File: config.mk
export PLATFORM = sky130hd
export DESIGN_NAME = exponential_probe_search_core
export DESIGN_NICKNAME = d
export VERILOG_FILES = /design/src/eps_pkg.sv /design/src/eps_sequencer.sv /design/src/eps_datapath.sv /design/src/exponential_probe_search_core.sv
export SDC_FILE = /design/constraint.sdc
export NUM_CORES = 2
export LEC_CHECK = 0
export BUFFER_PORTS_ARGS = -buffer_cell sky130_fd_sc_hd__buf_2
export CAP_MARGIN = 15
export CORE_MARGIN = 3
export CORE_UTILIZATION = 55
export DETAILED_ROUTE_END_ITERATION = 16
export PLACE_DENSITY_LB_ADDON = 0.12
export SLEW_MARGIN = 20
export SYNTH_ARGS = -nofsm -noshare
export SYNTH_HDL_FRONTEND = slang
export SYNTH_MEMORY_MAX_BITS = 65536
export SYNTH_SLANG_ARGS = --single-unit
File: constraint.sdc
create_clock -name clk -period 12.65 [get_ports clk]
set_input_delay 0.6325 -clock clk [delete_from_list [all_inputs] [get_ports clk]]
set_output_delay 0.6325 -clock clk [all_outputs]
set_load 0.02 [all_outputs]
File: src/eps_pkg.sv
// ----------------------------------------------------------------------------
// eps_pkg: shared types, codes and microprogram for the exponential search
// Holds the word formats of both channels, the control word layout and the
// read-only microprogram that steps the datapath through a search.
// ----------------------------------------------------------------------------
package eps_pkg;

  // Input word kinds.
  localparam logic [1:0] KIND_CLEAR  = 2'd0;
  localparam logic [1:0] KIND_APPEND = 2'd1;
  localparam logic [1:0] KIND_SEARCH = 2'd2;

  localparam int VALUE_W = 31;
  localparam int CMP_W   = 8;
  localparam int STEP_W  = 5;

  typedef struct packed {
    logic [1:0]         kind;
    logic [VALUE_W-1:0] value;
  } item_t;

  typedef struct packed {
    logic             present;
    logic [CMP_W-1:0] comparisons;
  } result_t;

  // Datapath operations driven by one control word.
  typedef enum logic [3:0] {
    OP_NOP,
    OP_FETCH,
    OP_CLEAR,
    OP_APPEND,
    OP_START,
    OP_READ,
    OP_DOUBLE,
    OP_FOUND,
    OP_SCAN_GT,
    OP_SCAN_END,
    OP_INC,
    OP_EMIT
  } op_t;

  // Jump conditions; when the condition holds the step counter loads the
  // target, otherwise it advances by one.
  typedef enum logic [3:0] {
    C_NEXT,
    C_ALWAYS,
    C_NO_ACCEPT,
    C_KIND_CLEAR,
    C_KIND_APPEND,
    C_NOT_SEARCH,
    C_EMPTY,
    C_EQ,
    C_GT,
    C_PTR_GE_N,
    C_PTR_GT_HI,
    C_OUT_BUSY
  } cond_t;

  typedef struct packed {
    op_t               op;
    cond_t             cond;
    logic [STEP_W-1:0] target;
  } uword_t;

  typedef struct packed {
    op_t op;
  } ctrl_t;

  typedef struct packed {
    logic accept;
    logic kind_clear;
    logic kind_append;
    logic kind_search;
    logic empty;
    logic eq;
    logic gt;
    logic ptr_ge_n;
    logic ptr_gt_hi;
    logic out_busy;
  } flags_t;

  // Step addresses of the microprogram.
  localparam logic [STEP_W-1:0] S_FETCH     = 5'd0;
  localparam logic [STEP_W-1:0] S_DISP_CLR  = 5'd1;
  localparam logic [STEP_W-1:0] S_DISP_APP  = 5'd2;
  localparam logic [STEP_W-1:0] S_START     = 5'd3;
  localparam logic [STEP_W-1:0] S_EMPTY     = 5'd4;
  localparam logic [STEP_W-1:0] S_PROBE_RD  = 5'd5;
  localparam logic [STEP_W-1:0] S_PROBE_EQ  = 5'd6;
  localparam logic [STEP_W-1:0] S_PROBE_GT  = 5'd7;
  localparam logic [STEP_W-1:0] S_DOUBLE    = 5'd8;
  localparam logic [STEP_W-1:0] S_PAST_END  = 5'd9;
  localparam logic [STEP_W-1:0] S_LOOP      = 5'd10;
  localparam logic [STEP_W-1:0] S_FOUND     = 5'd11;
  localparam logic [STEP_W-1:0] S_GT_SETUP  = 5'd12;
  localparam logic [STEP_W-1:0] S_END_SETUP = 5'd13;
  localparam logic [STEP_W-1:0] S_SCAN_CHK  = 5'd14;
  localparam logic [STEP_W-1:0] S_SCAN_RD   = 5'd15;
  localparam logic [STEP_W-1:0] S_SCAN_EQ   = 5'd16;
  localparam logic [STEP_W-1:0] S_SCAN_INC  = 5'd17;
  localparam logic [STEP_W-1:0] S_EMIT      = 5'd18;
  localparam logic [STEP_W-1:0] S_RETURN    = 5'd19;
  localparam logic [STEP_W-1:0] S_CLEAR     = 5'd20;
  localparam logic [STEP_W-1:0] S_APPEND    = 5'd21;

  function automatic uword_t ucode_rom(input logic [STEP_W-1:0] step);
    uword_t w;
    w = '{op: OP_NOP, cond: C_ALWAYS, target: S_FETCH};
    case (step)
      S_FETCH:     w = '{op: OP_FETCH,    cond: C_NO_ACCEPT,   target: S_FETCH};
      S_DISP_CLR:  w = '{op: OP_NOP,      cond: C_KIND_CLEAR,  target: S_CLEAR};
      S_DISP_APP:  w = '{op: OP_NOP,      cond: C_KIND_APPEND, target: S_APPEND};
      S_START:     w = '{op: OP_START,    cond: C_NOT_SEARCH,  target: S_FETCH};
      S_EMPTY:     w = '{op: OP_NOP,      cond: C_EMPTY,       target: S_EMIT};
      S_PROBE_RD:  w = '{op: OP_READ,     cond: C_NEXT,        target: S_FETCH};
      S_PROBE_EQ:  w = '{op: OP_NOP,      cond: C_EQ,          target: S_FOUND};
      S_PROBE_GT:  w = '{op: OP_NOP,      cond: C_GT,          target: S_GT_SETUP};
      S_DOUBLE:    w = '{op: OP_DOUBLE,   cond: C_NEXT,        target: S_FETCH};
      S_PAST_END:  w = '{op: OP_NOP,      cond: C_PTR_GE_N,    target: S_END_SETUP};
      S_LOOP:      w = '{op: OP_NOP,      cond: C_ALWAYS,      target: S_PROBE_RD};
      S_FOUND:     w = '{op: OP_FOUND,    cond: C_ALWAYS,      target: S_EMIT};
      S_GT_SETUP:  w = '{op: OP_SCAN_GT,  cond: C_ALWAYS,      target: S_SCAN_CHK};
      S_END_SETUP: w = '{op: OP_SCAN_END, cond: C_NEXT,        target: S_FETCH};
      S_SCAN_CHK:  w = '{op: OP_NOP,      cond: C_PTR_GT_HI,   target: S_EMIT};
      S_SCAN_RD:   w = '{op: OP_READ,     cond: C_NEXT,        target: S_FETCH};
      S_SCAN_EQ:   w = '{op: OP_NOP,      cond: C_EQ,          target: S_FOUND};
      S_SCAN_INC:  w = '{op: OP_INC,      cond: C_ALWAYS,      target: S_SCAN_CHK};
      S_EMIT:      w = '{op: OP_EMIT,     cond: C_OUT_BUSY,    target: S_EMIT};
      S_RETURN:    w = '{op: OP_NOP,      cond: C_ALWAYS,      target: S_FETCH};
      S_CLEAR:     w = '{op: OP_CLEAR,    cond: C_ALWAYS,      target: S_FETCH};
      S_APPEND:    w = '{op: OP_APPEND,   cond: C_ALWAYS,      target: S_FETCH};
      default:     w = '{op: OP_NOP,      cond: C_ALWAYS,      target: S_FETCH};
    endcase
    return w;
  endfunction

endpackage

File: src/eps_sequencer.sv
// ----------------------------------------------------------------------------
// eps_sequencer: microprogram step counter
// Fetches one control word per cycle from the microprogram table and
// resolves its conditional jump against the datapath flags.
// ----------------------------------------------------------------------------
module eps_sequencer (
  input  logic            clk,
  input  logic            rst,
  input  eps_pkg::flags_t flags,
  output eps_pkg::ctrl_t  ctrl
);

  logic [eps_pkg::STEP_W-1:0] upc;
  logic [eps_pkg::STEP_W-1:0] upc_next;
  eps_pkg::uword_t            uword;
  logic                       take;

  assign uword   = eps_pkg::ucode_rom(upc);
  assign ctrl.op = uword.op;

  always_comb begin
    unique case (uword.cond)
      eps_pkg::C_NEXT:        take = 1'b0;
      eps_pkg::C_ALWAYS:      take = 1'b1;
      eps_pkg::C_NO_ACCEPT:   take = !flags.accept;
      eps_pkg::C_KIND_CLEAR:  take = flags.kind_clear;
      eps_pkg::C_KIND_APPEND: take = flags.kind_append;
      eps_pkg::C_NOT_SEARCH:  take = !flags.kind_search;
      eps_pkg::C_EMPTY:       take = flags.empty;
      eps_pkg::C_EQ:          take = flags.eq;
      eps_pkg::C_GT:          take = flags.gt;
      eps_pkg::C_PTR_GE_N:    take = flags.ptr_ge_n;
      eps_pkg::C_PTR_GT_HI:   take = flags.ptr_gt_hi;
      eps_pkg::C_OUT_BUSY:    take = flags.out_busy;
      default:                take = 1'b1;
    endcase
    upc_next = take ? uword.target : upc + eps_pkg::STEP_W'(1);
  end

  always_ff @(posedge clk) begin
    if (rst) begin
      upc <= eps_pkg::S_FETCH;
    end else begin
      upc <= upc_next;
    end
  end

endmodule

File: src/eps_datapath.sv
// ----------------------------------------------------------------------------
// eps_datapath: element memory, search registers and result register
// Executes the operation named by the current control word and reports the
// compare and bound flags that the sequencer branches on.
// ----------------------------------------------------------------------------
module eps_datapath #(
  parameter int DEPTH = 128
) (
  input  logic             clk,
  input  logic             rst,
  input  eps_pkg::ctrl_t   ctrl,
  output eps_pkg::flags_t  flags,
  input  logic             item_valid,
  output logic             item_stall,
  input  eps_pkg::item_t   item,
  output logic             result_valid,
  input  logic             result_stall,
  output eps_pkg::result_t result
);

  localparam int AW = (DEPTH > 1) ? $clog2(DEPTH) : 1;
  localparam int IW = AW + 1;

  logic [eps_pkg::VALUE_W-1:0] mem [DEPTH];
  logic [eps_pkg::VALUE_W-1:0] rdata;
  logic [eps_pkg::VALUE_W-1:0] key;
  logic [1:0]                  kind;
  logic [IW-1:0]               count;
  logic [IW-1:0]               ptr;
  logic [IW-1:0]               hi;
  logic [eps_pkg::CMP_W-1:0]   cmp;
  logic                        found;
  logic                        accept;
  logic                        out_busy;
  logic                        emit;

  assign item_stall = (ctrl.op != eps_pkg::OP_FETCH);
  assign accept     = item_valid && !item_stall;
  assign out_busy   = result_valid && result_stall;
  assign emit       = (ctrl.op == eps_pkg::OP_EMIT) && !out_busy;

  assign flags.accept      = accept;
  assign flags.kind_clear  = (kind == eps_pkg::KIND_CLEAR);
  assign flags.kind_append = (kind == eps_pkg::KIND_APPEND);
  assign flags.kind_search = (kind == eps_pkg::KIND_SEARCH);
  assign flags.empty       = (count == '0);
  assign flags.eq          = (rdata == key);
  assign flags.gt          = (rdata > key);
  assign flags.ptr_ge_n    = (ptr >= count);
  assign flags.ptr_gt_hi   = (ptr > hi);
  assign flags.out_busy    = out_busy;

  // Element memory: one write port for appends, one registered read port.
  always_ff @(posedge clk) begin
    if (ctrl.op == eps_pkg::OP_APPEND && count != IW'(DEPTH)) begin
      mem[count[AW-1:0]] <= key;
    end
    if (ctrl.op == eps_pkg::OP_READ) begin
      rdata <= mem[ptr[AW-1:0]];
    end
  end

  always_ff @(posedge clk) begin
    if (rst) begin
      count <= '0;
    end else if (ctrl.op == eps_pkg::OP_CLEAR) begin
      count <= '0;
    end else if (ctrl.op == eps_pkg::OP_APPEND && count != IW'(DEPTH)) begin
      count <= count + IW'(1);
    end
  end

  always_ff @(posedge clk) begin
    unique case (ctrl.op)
      eps_pkg::OP_FETCH: begin
        if (accept) begin
          kind <= item.kind;
          key  <= item.value;
        end
      end
      eps_pkg::OP_START: begin
        ptr   <= '0;
        cmp   <= '0;
        found <= 1'b0;
      end
      eps_pkg::OP_READ: begin
        if (cmp != {eps_pkg::CMP_W{1'b1}}) begin
          cmp <= cmp + eps_pkg::CMP_W'(1);
        end
      end
      eps_pkg::OP_DOUBLE: begin
        ptr <= (ptr == '0) ? IW'(2) : {ptr[IW-2:0], 1'b0};
      end
      eps_pkg::OP_FOUND: begin
        found <= 1'b1;
      end
      eps_pkg::OP_SCAN_GT: begin
        hi  <= ptr;
        ptr <= ptr >> 1;
      end
      eps_pkg::OP_SCAN_END: begin
        hi  <= count - IW'(1);
        ptr <= ptr >> 1;
      end
      eps_pkg::OP_INC: begin
        ptr <= ptr + IW'(1);
      end
      default: begin
      end
    endcase
  end

  always_ff @(posedge clk) begin
    if (rst) begin
      result_valid <= 1'b0;
    end else if (emit) begin
      result_valid <= 1'b1;
    end else if (result_valid && !result_stall) begin
      result_valid <= 1'b0;
    end
  end

  always_ff @(posedge clk) begin
    if (emit) begin
      result.present     <= found;
      result.comparisons <= cmp;
    end
  end

endmodule

File: src/exponential_probe_search_core.sv
// ----------------------------------------------------------------------------
// exponential_probe_search_core: exponential search over a loaded array
// Top level joining the microprogram sequencer and the search datapath.
// ----------------------------------------------------------------------------
// Usage: the item channel (item_valid, item_stall, item) carries one word
// per command. Kind clear empties the array, kind append stores one element
// at the end (ignored once DEPTH elements are held), kind search looks up a
// key; the unused kind is dropped. Only a search produces a word on the
// result channel (result_valid, result_stall, result), which gives whether
// the key was found and how many elements were compared, saturating at 255.
// The block takes one command at a time. A search first probes at doubling
// indices and then scans linearly, and every comparison goes through the
// single registered read port of the element memory.
// The result word sits in an output register, so a new command is accepted
// while the receiver stalls the previous result; a later search waits at its
// final step until that register is free. Reset empties the array, drops any
// pending result and returns the sequencer to the fetch step; element
// contents are not cleared and are only read below the fill count.
// ----------------------------------------------------------------------------
module exponential_probe_search_core #(
  parameter int DEPTH = 128
) (
  input  logic             clk,
  input  logic             rst,
  input  logic             item_valid,
  output logic             item_stall,
  input  eps_pkg::item_t   item,
  output logic             result_valid,
  input  logic             result_stall,
  output eps_pkg::result_t result
);

  // Control word from the sequencer and the flags it branches on.
  eps_pkg::ctrl_t  ctrl;
  eps_pkg::flags_t flags;

  eps_sequencer u_seq (
    .clk   (clk),
    .rst   (rst),
    .flags (flags),
    .ctrl  (ctrl)
  );

  eps_datapath #(
    .DEPTH (DEPTH)
  ) u_dp (
    .clk          (clk),
    .rst          (rst),
    .ctrl         (ctrl),
    .flags        (flags),
    .item_valid   (item_valid),
    .item_stall   (item_stall),
    .item         (item),
    .result_valid (result_valid),
    .result_stall (result_stall),
    .result       (result)
  );

endmodule

Word-level counts from Yosys, hierarchy flattened
Memory sizes are Yosys's and may differ from the RTL's. A register that Yosys moved wholly into a read port is not among the register bits.
Index checks and enable logic that the tools add are counted.
{"block": "totals", "input_bits": 37, "register_bits": 81, "output_inout_bits": 11, "memories": 2, "ramBits": 3968, "word_cells": 85, "rom_bits": 416}
{"memory": "u_dp.mem", "words": 128, "width": 31, "rd": 1, "rd_clocked_by_memory_dff": 1, "write_ports": 1, "line_no": "eps_datapath.sv:24", "text": "logic [eps_pkg::VALUE_W-1:0] mem [DEPTH];"}
{"memory": "(no name shown)", "words": 32, "width": 13, "rd": 1, "rd_clocked_by_memory_dff": 1, "write_ports": 0, "line_no": "eps_pkg.sv:110", "text": "case (step)"}
{"block": "op_classes", "muxes": 13, "add_sub_neg": 5, "eq_ne": 28, "order_cmp": 3, "n_reduce_logical": 23}
{"operator": "4-bit by 3-bit == test with 1-bit output (second input constant)", "count": 8}
{"operator": "4-bit == test (second input constant)", "count": 8}
{"operator": "8-bit case mux with 2 select lines", "count": 2}
{"operator": "8-bit case mux with 4 select lines", "count": 1}
{"operator": "31-bit == test", "count": 1}
{"operator": "31-bit > comparator", "count": 1}
{"operator": "8-bit by 1-bit adder with 8-bit output (second input constant)", "count": 3}
{"operator": "4-bit by 2-bit == test with 1-bit output (second input constant)", "count": 4}
{"operator": "8-bit logical NOT", "count": 2}
{"operator": "8-bit two-way mux", "count": 2}
{"operator": "8-bit inequality test (second input constant)", "count": 2}
{"operator": "1-bit case mux with 11 select lines", "count": 1}
{"operator": "5-bit two-way mux", "count": 2}
{"operator": "8-bit greater-or-equal comparator", "count": 1}
{"operator": "8-bit > comparator", "count": 1}
{"operator": "2-bit nonzero test", "count": 4}
{"operator": "8-bit by 1-bit subtractor with 8-bit output (second input constant)", "count": 1}
{"operator": "5-bit by 1-bit adder with 5-bit output (second input constant)", "count": 1}
{"operator": "1-bit logical AND", "count": 5}
{"operator": "1-bit logical NOT", "count": 5}
{"operator": "4-bit by 1-bit == test with 1-bit output (second input constant)", "count": 1}
{"operator": "4-bit logical NOT", "count": 1}
{"operator": "1-bit two-way mux", "count": 4}
{"operator": "4-bit by 1-bit inequality test with 1-bit output (second input constant)", "count": 1}
{"operator": "8 further kinds", "count": 10}

Depth between registers and ports, before layout
{"block": "logic_depth", "word_depth": 7, "mapped_depth": 18, "depth_no_buf": 15}

By module
Synthesis repeated with hierarchy kept, for this count alone.
{"block": "unflattened", "cells_unflattened": 7873, "hier_area_um2": 158828.6}
{"module": "eps_datapath", "area_each_um2": 157442.2, "cells_per_inst": 7716, "n_inst": 1, "seq_area_each_um2": 122277.3}
{"module": "eps_sequencer", "area_each_um2": 1386.3, "cells_per_inst": 157, "n_inst": 1, "seq_area_each_um2": 360.3}

Worst setup path before layout
OpenSTA, ideal clock, no wires.
{"block": "synth_timing", "kind": "flip-flop to flip-flop", "startpoint": "register u_dp.key[30] (netlist name)", "endpoint": "register u_seq.uword[1] (netlist name)", "arrival_time_ns": 5.100, "setup_ns": 0.062, "period_less_slack_ns": 5.162, "path_slack_ns": 7.488, "path_buffers": 0, "t_required_ns": 12.588, "stages_incl_launch_ff": 14, "path_cell_list": "edfxtp_1 -> inv_1 -> ha_1 -> nand4_2 -> or4_4 -> o311a_1 -> o31a_1 -> o31ai_4 -> nand2_4 -> mux2i_4 -> inv_1 -> ha_1 -> or4_1 -> nand3_1"}
{"block": "synth_via", "elab_chain_len": 4, "word_cells_on_any_way": 5, "cone_classes": "order compare: 1; eq/ne: 1; mux: 3"}
{"item": "start, declared", "line_no": "eps_datapath.sv:26", "text": "logic [eps_pkg::VALUE_W-1:0] key;"}
{"item": "start signal, assigned", "line_no": "eps_datapath.sv:78", "text": "key <= item.value;"}
{"item": "31-bit > comparator or 31-bit == test (tied branches)", "line_no": "eps_datapath.sv:48, eps_datapath.sv:47"}
{"item": "1-bit case mux with 11 select lines (*)", "line_no": "eps_sequencer.sv:22", "text": "unique case (uword.cond)"}
{"item": "5-bit two-way mux (*)", "line_no": "eps_sequencer.sv:37", "text": "upc_next = take ? uword.target : upc + eps_pkg::STEP_W'(1);"}
{"item": "5-bit two-way mux (no source line) (*)"}
Mark *: on every way between the ends. The rest lies on a longest branch, timed or not.
A chain may end at the register's enable or synchronous reset.

==> impl_metrics.tcl <==
set metrics [dict create \
    dieArea_mm2 0.292 \
    crit_fanout 45 \
    final_cell_mix "4066 x edfxtp_1, 1302 x mux4_2, 413 x clkbuf_16, 234 x buf_4, 127 x nor2_4" \
    cts_buffers 405 \
    drt_iter0_drc 11277 \
    rsz0062_at_grt "false" \
    setup_viol 0 \
    grt_max_degree 169 \
    crit_family "buffers and inverters" \
    p_sw_mw 9.58 \
    crit_type "flip-flop to flip-flop" \
    grt.total_usage_pct 28.5 \
    p_total_mw 35.1 \
    grtUsageMet1_pct 43.3 \
    netlist_area_mm2 0.157 \
    ys_ff_latch 4093 \
    p_comb_share_pct 20.1 \
    critPathArrivalTime_ns 6.13 \
    synth-simple-area-share_pct 0.959 \
    synth_ff_type "edfxtp_1" \
    grt_use_met3_pct 7.38 \
    synth_edf_count 4066 \
    fmax_mhz 185 \
    synth-xor-area-share_pct 0.156 \
    max_cap_viol_count 0 \
    synth_adder_area_share_pct 0.476 \
    worst-path-buf-inv 3 \
    slew_headroom_pct 22.4 \
    crit_chain "buf_4 > buf_4 > buf_4 > mux4_2 > mux4_2 > mux4_2 > mux2_2" \
    whs_ns 0.0397 \
    nets 6853 \
    design.portCount 48 \
    ant_nets 0 \
    ys_seq_area_share_pct 78.0 \
    routed_wl_um 414000 \
    cp.required_ns 13.38 \
    cts-root-buf "clkbuf_16" \
    hold_path_class "input pin to flip-flop" \
    gr-usage-met2_pct 41.9 \
    synth_top_family_by_area "multiplexers" \
    synthCells 6341 \
    cts_max_path_buffers 4 \
    via_count 73553 \
    p_sw_share_pct 27.3 \
    viasPerCell 6.78 \
    maxSlewViolCount 0 \
    htreeDepth 5 \
    max_stage_delay_ns 0.85 \
    outcome "finished clean" \
    wire_per_inst_um 38.2 \
    clkPwrFrac_pct 33.8 \
    busiest_layer "met1" \
    postPlaceCellArea_mm2 0.164 \
    post_cts_buffers 0 \
    clk_latency_ns 0.98 \
    dp_hpwl_um 221000 \
    synthMuxAreaShare_pct 19.0 \
    end_kind "flip-flop" \
    path_clk_slew_ns 0.07 \
    async_reset_ff_share_pct 0 \
    port_buffers 47 \
    critical-path-slowest-cell "buf_4" \
    antenna_found_initial 43 \
    row_count 195 \
    min_period_ns 5.40 \
    die_x_um 541 \
    place.gp.congestion 0.853 \
    tightest_slew_ns 1.16 \
    first_pass_iters 6 \
    clock_sinks 4093 \
    die_h_um 541 \
    fin_tns_setup_ns 0 \
    seq_power_share_pct 46.1 \
    synth_compound_area_share_pct 0.474 \
    synth_cell_types 76 \
    yosysWarnings 0 \
    grt_pass1_wl_um 578000 \
    post-route-drc-count 0 \
    p_leak_nw 54.7 \
    syn_area_per_cell_um2 24.8 \
    crit_path_start_kind "flip-flop" \
    ir_worst_vdd_mv 0.180 \
    final_layout_size_suffix_gt1_share_pct 33.3 \
    grt_pass1_vias 72930 \
    cts_tree "built" \
    layout-area-overhead-vs-synth_pct 12.8 \
    core_mm2 0.283 \
    mostFrequentLayoutCell "edfxtp_1" \
    start_util_pct 55.5 \
    setup_ws_ns 7.25 \
    fin_crit_sh_pct 42.7 \
    power_density_mw_per_mm2 198 \
    gr-total-overflow 0 \
    fin_area_mm2 0.177 \
    hold_viol 0 \
    synth_nets 6437 \
    intPower_mw 25.5 \
    dp_slack_ns 7.06 \
    skew_ns 0.0600 \
]
synth_stat cells, types with 9 or more instances:
cell type / number / area share, %
mux4_2: 1302 / 19
ha_1: 59 / 0.47
edfxtp_1: 4066 / 78
clkbuf_1: 227 / 0.54
nor2b_1: 11 / 0.044
nor2_1: 166 / 0.40
dfxtp_1: 27 / 0.34
inv_1: 55 / 0.13
mux2_2: 31 / 0.22
nand3_1: 32 / 0.10
buf_1: 65 / 0.16
a21oi_1: 24 / 0.076
xnor2_1: 17 / 0.095
nand4_1: 18 / 0.072
buf_2: 26 / 0.083
xor2_1: 11 / 0.061
mux2i_1: 9 / 0.057
o21ai_0: 20 / 0.064
nand2_1: 52 / 0.12
final timing paths:
path | start | to | slack [ns] | cells after the start
setup / recovery | u_dp.ptr[0]$_DFFE_PP_ | u_dp.rdata[26]$_DFFE_PN_ | 7.25 | 7
hold / removal | item[31] | u_dp.kind[0]$_DFFE_PP_ | 0.04 | 1
setup reg to reg | u_dp.ptr[0]$_DFFE_PP_ | u_dp.rdata[26]$_DFFE_PN_ | 7.25 | 7
hold reg to reg | u_dp.cmp[1]$_SDFFCE_PP0P_ | u_dp.result[1]$_DFFE_PP_ | 0.53 | 0
power groups by stage:
stage	Combinational (mW)	Sequential, mW	Clock [mW]
6_report	7.05	16.2	11.9
5_1_grt	7.39	16.2	12.6
4_1_cts	7.02	16.2	12.0
3_5_place_dp	7.00	16.5	0
3_3_place_gp	6.89	16.5	0
2_1_floorplan	3.69	17.0	0
timing repair:
item                       4_1_cts  5_1_grt
resized for setup                0        0
hold buffers                    31        0
setup endpoints to repair        0        0
hold endpoints to repair        31        0
registers in the layout, summed over array words and instances (netlist names):
name               flops
u_seq.upc              5
u_dp.result            9
u_dp.mem            3968
u_dp.hi                8
u_dp.found             1
u_dp.cmp               8
u_dp.result_valid      1
u_dp.count             8
u_dp.key              31
u_dp.ptr               8
u_dp.kind              2
u_dp.rdata            31
u_seq.uword           13
area by class of cell:
class	instances	area [um2]
antenna	17	42.5
clock buffer	506	10700
clock inverter	233	2300
fill	18647	106000
inverter	62	233
multi-input combinational	1867	34000
sequential	4093	123000
tap	3743	4680
timing repair buffer	328	2610
per-layer routing:
metal,routed length [um],up-vias
li1,-,28405
met3,47700,579
met4,12600,14
met5,102,-
met2,189000,4109
met1,165000,40446
per-stage QoR:
| step | instances | util [%] |
|---|---|---|
| after global placement | 10059 | 57.8 |
| after detailed placement | 10061 | 57.8 |
| after CTS | 10831 | 62.5 |
| after floorplan | 6341 | - |
| after global routing | 10835 | 62.6 |
| final | 10849 | 62.6 |
kinds of logic (layout without fill, tap and decap cells):
logic type,count (synthesis),count (layout)
buffers and inverters,381,1129
other,0,17
xor gates and xnor gates,28,28
and+or+nand+nor,328,328
DFF,4093,4093
muxes,1344,1344
adders and majority gates,60,60
AOI/OAI and AO/OA,107,107
(Power assumes the default switching activity.)
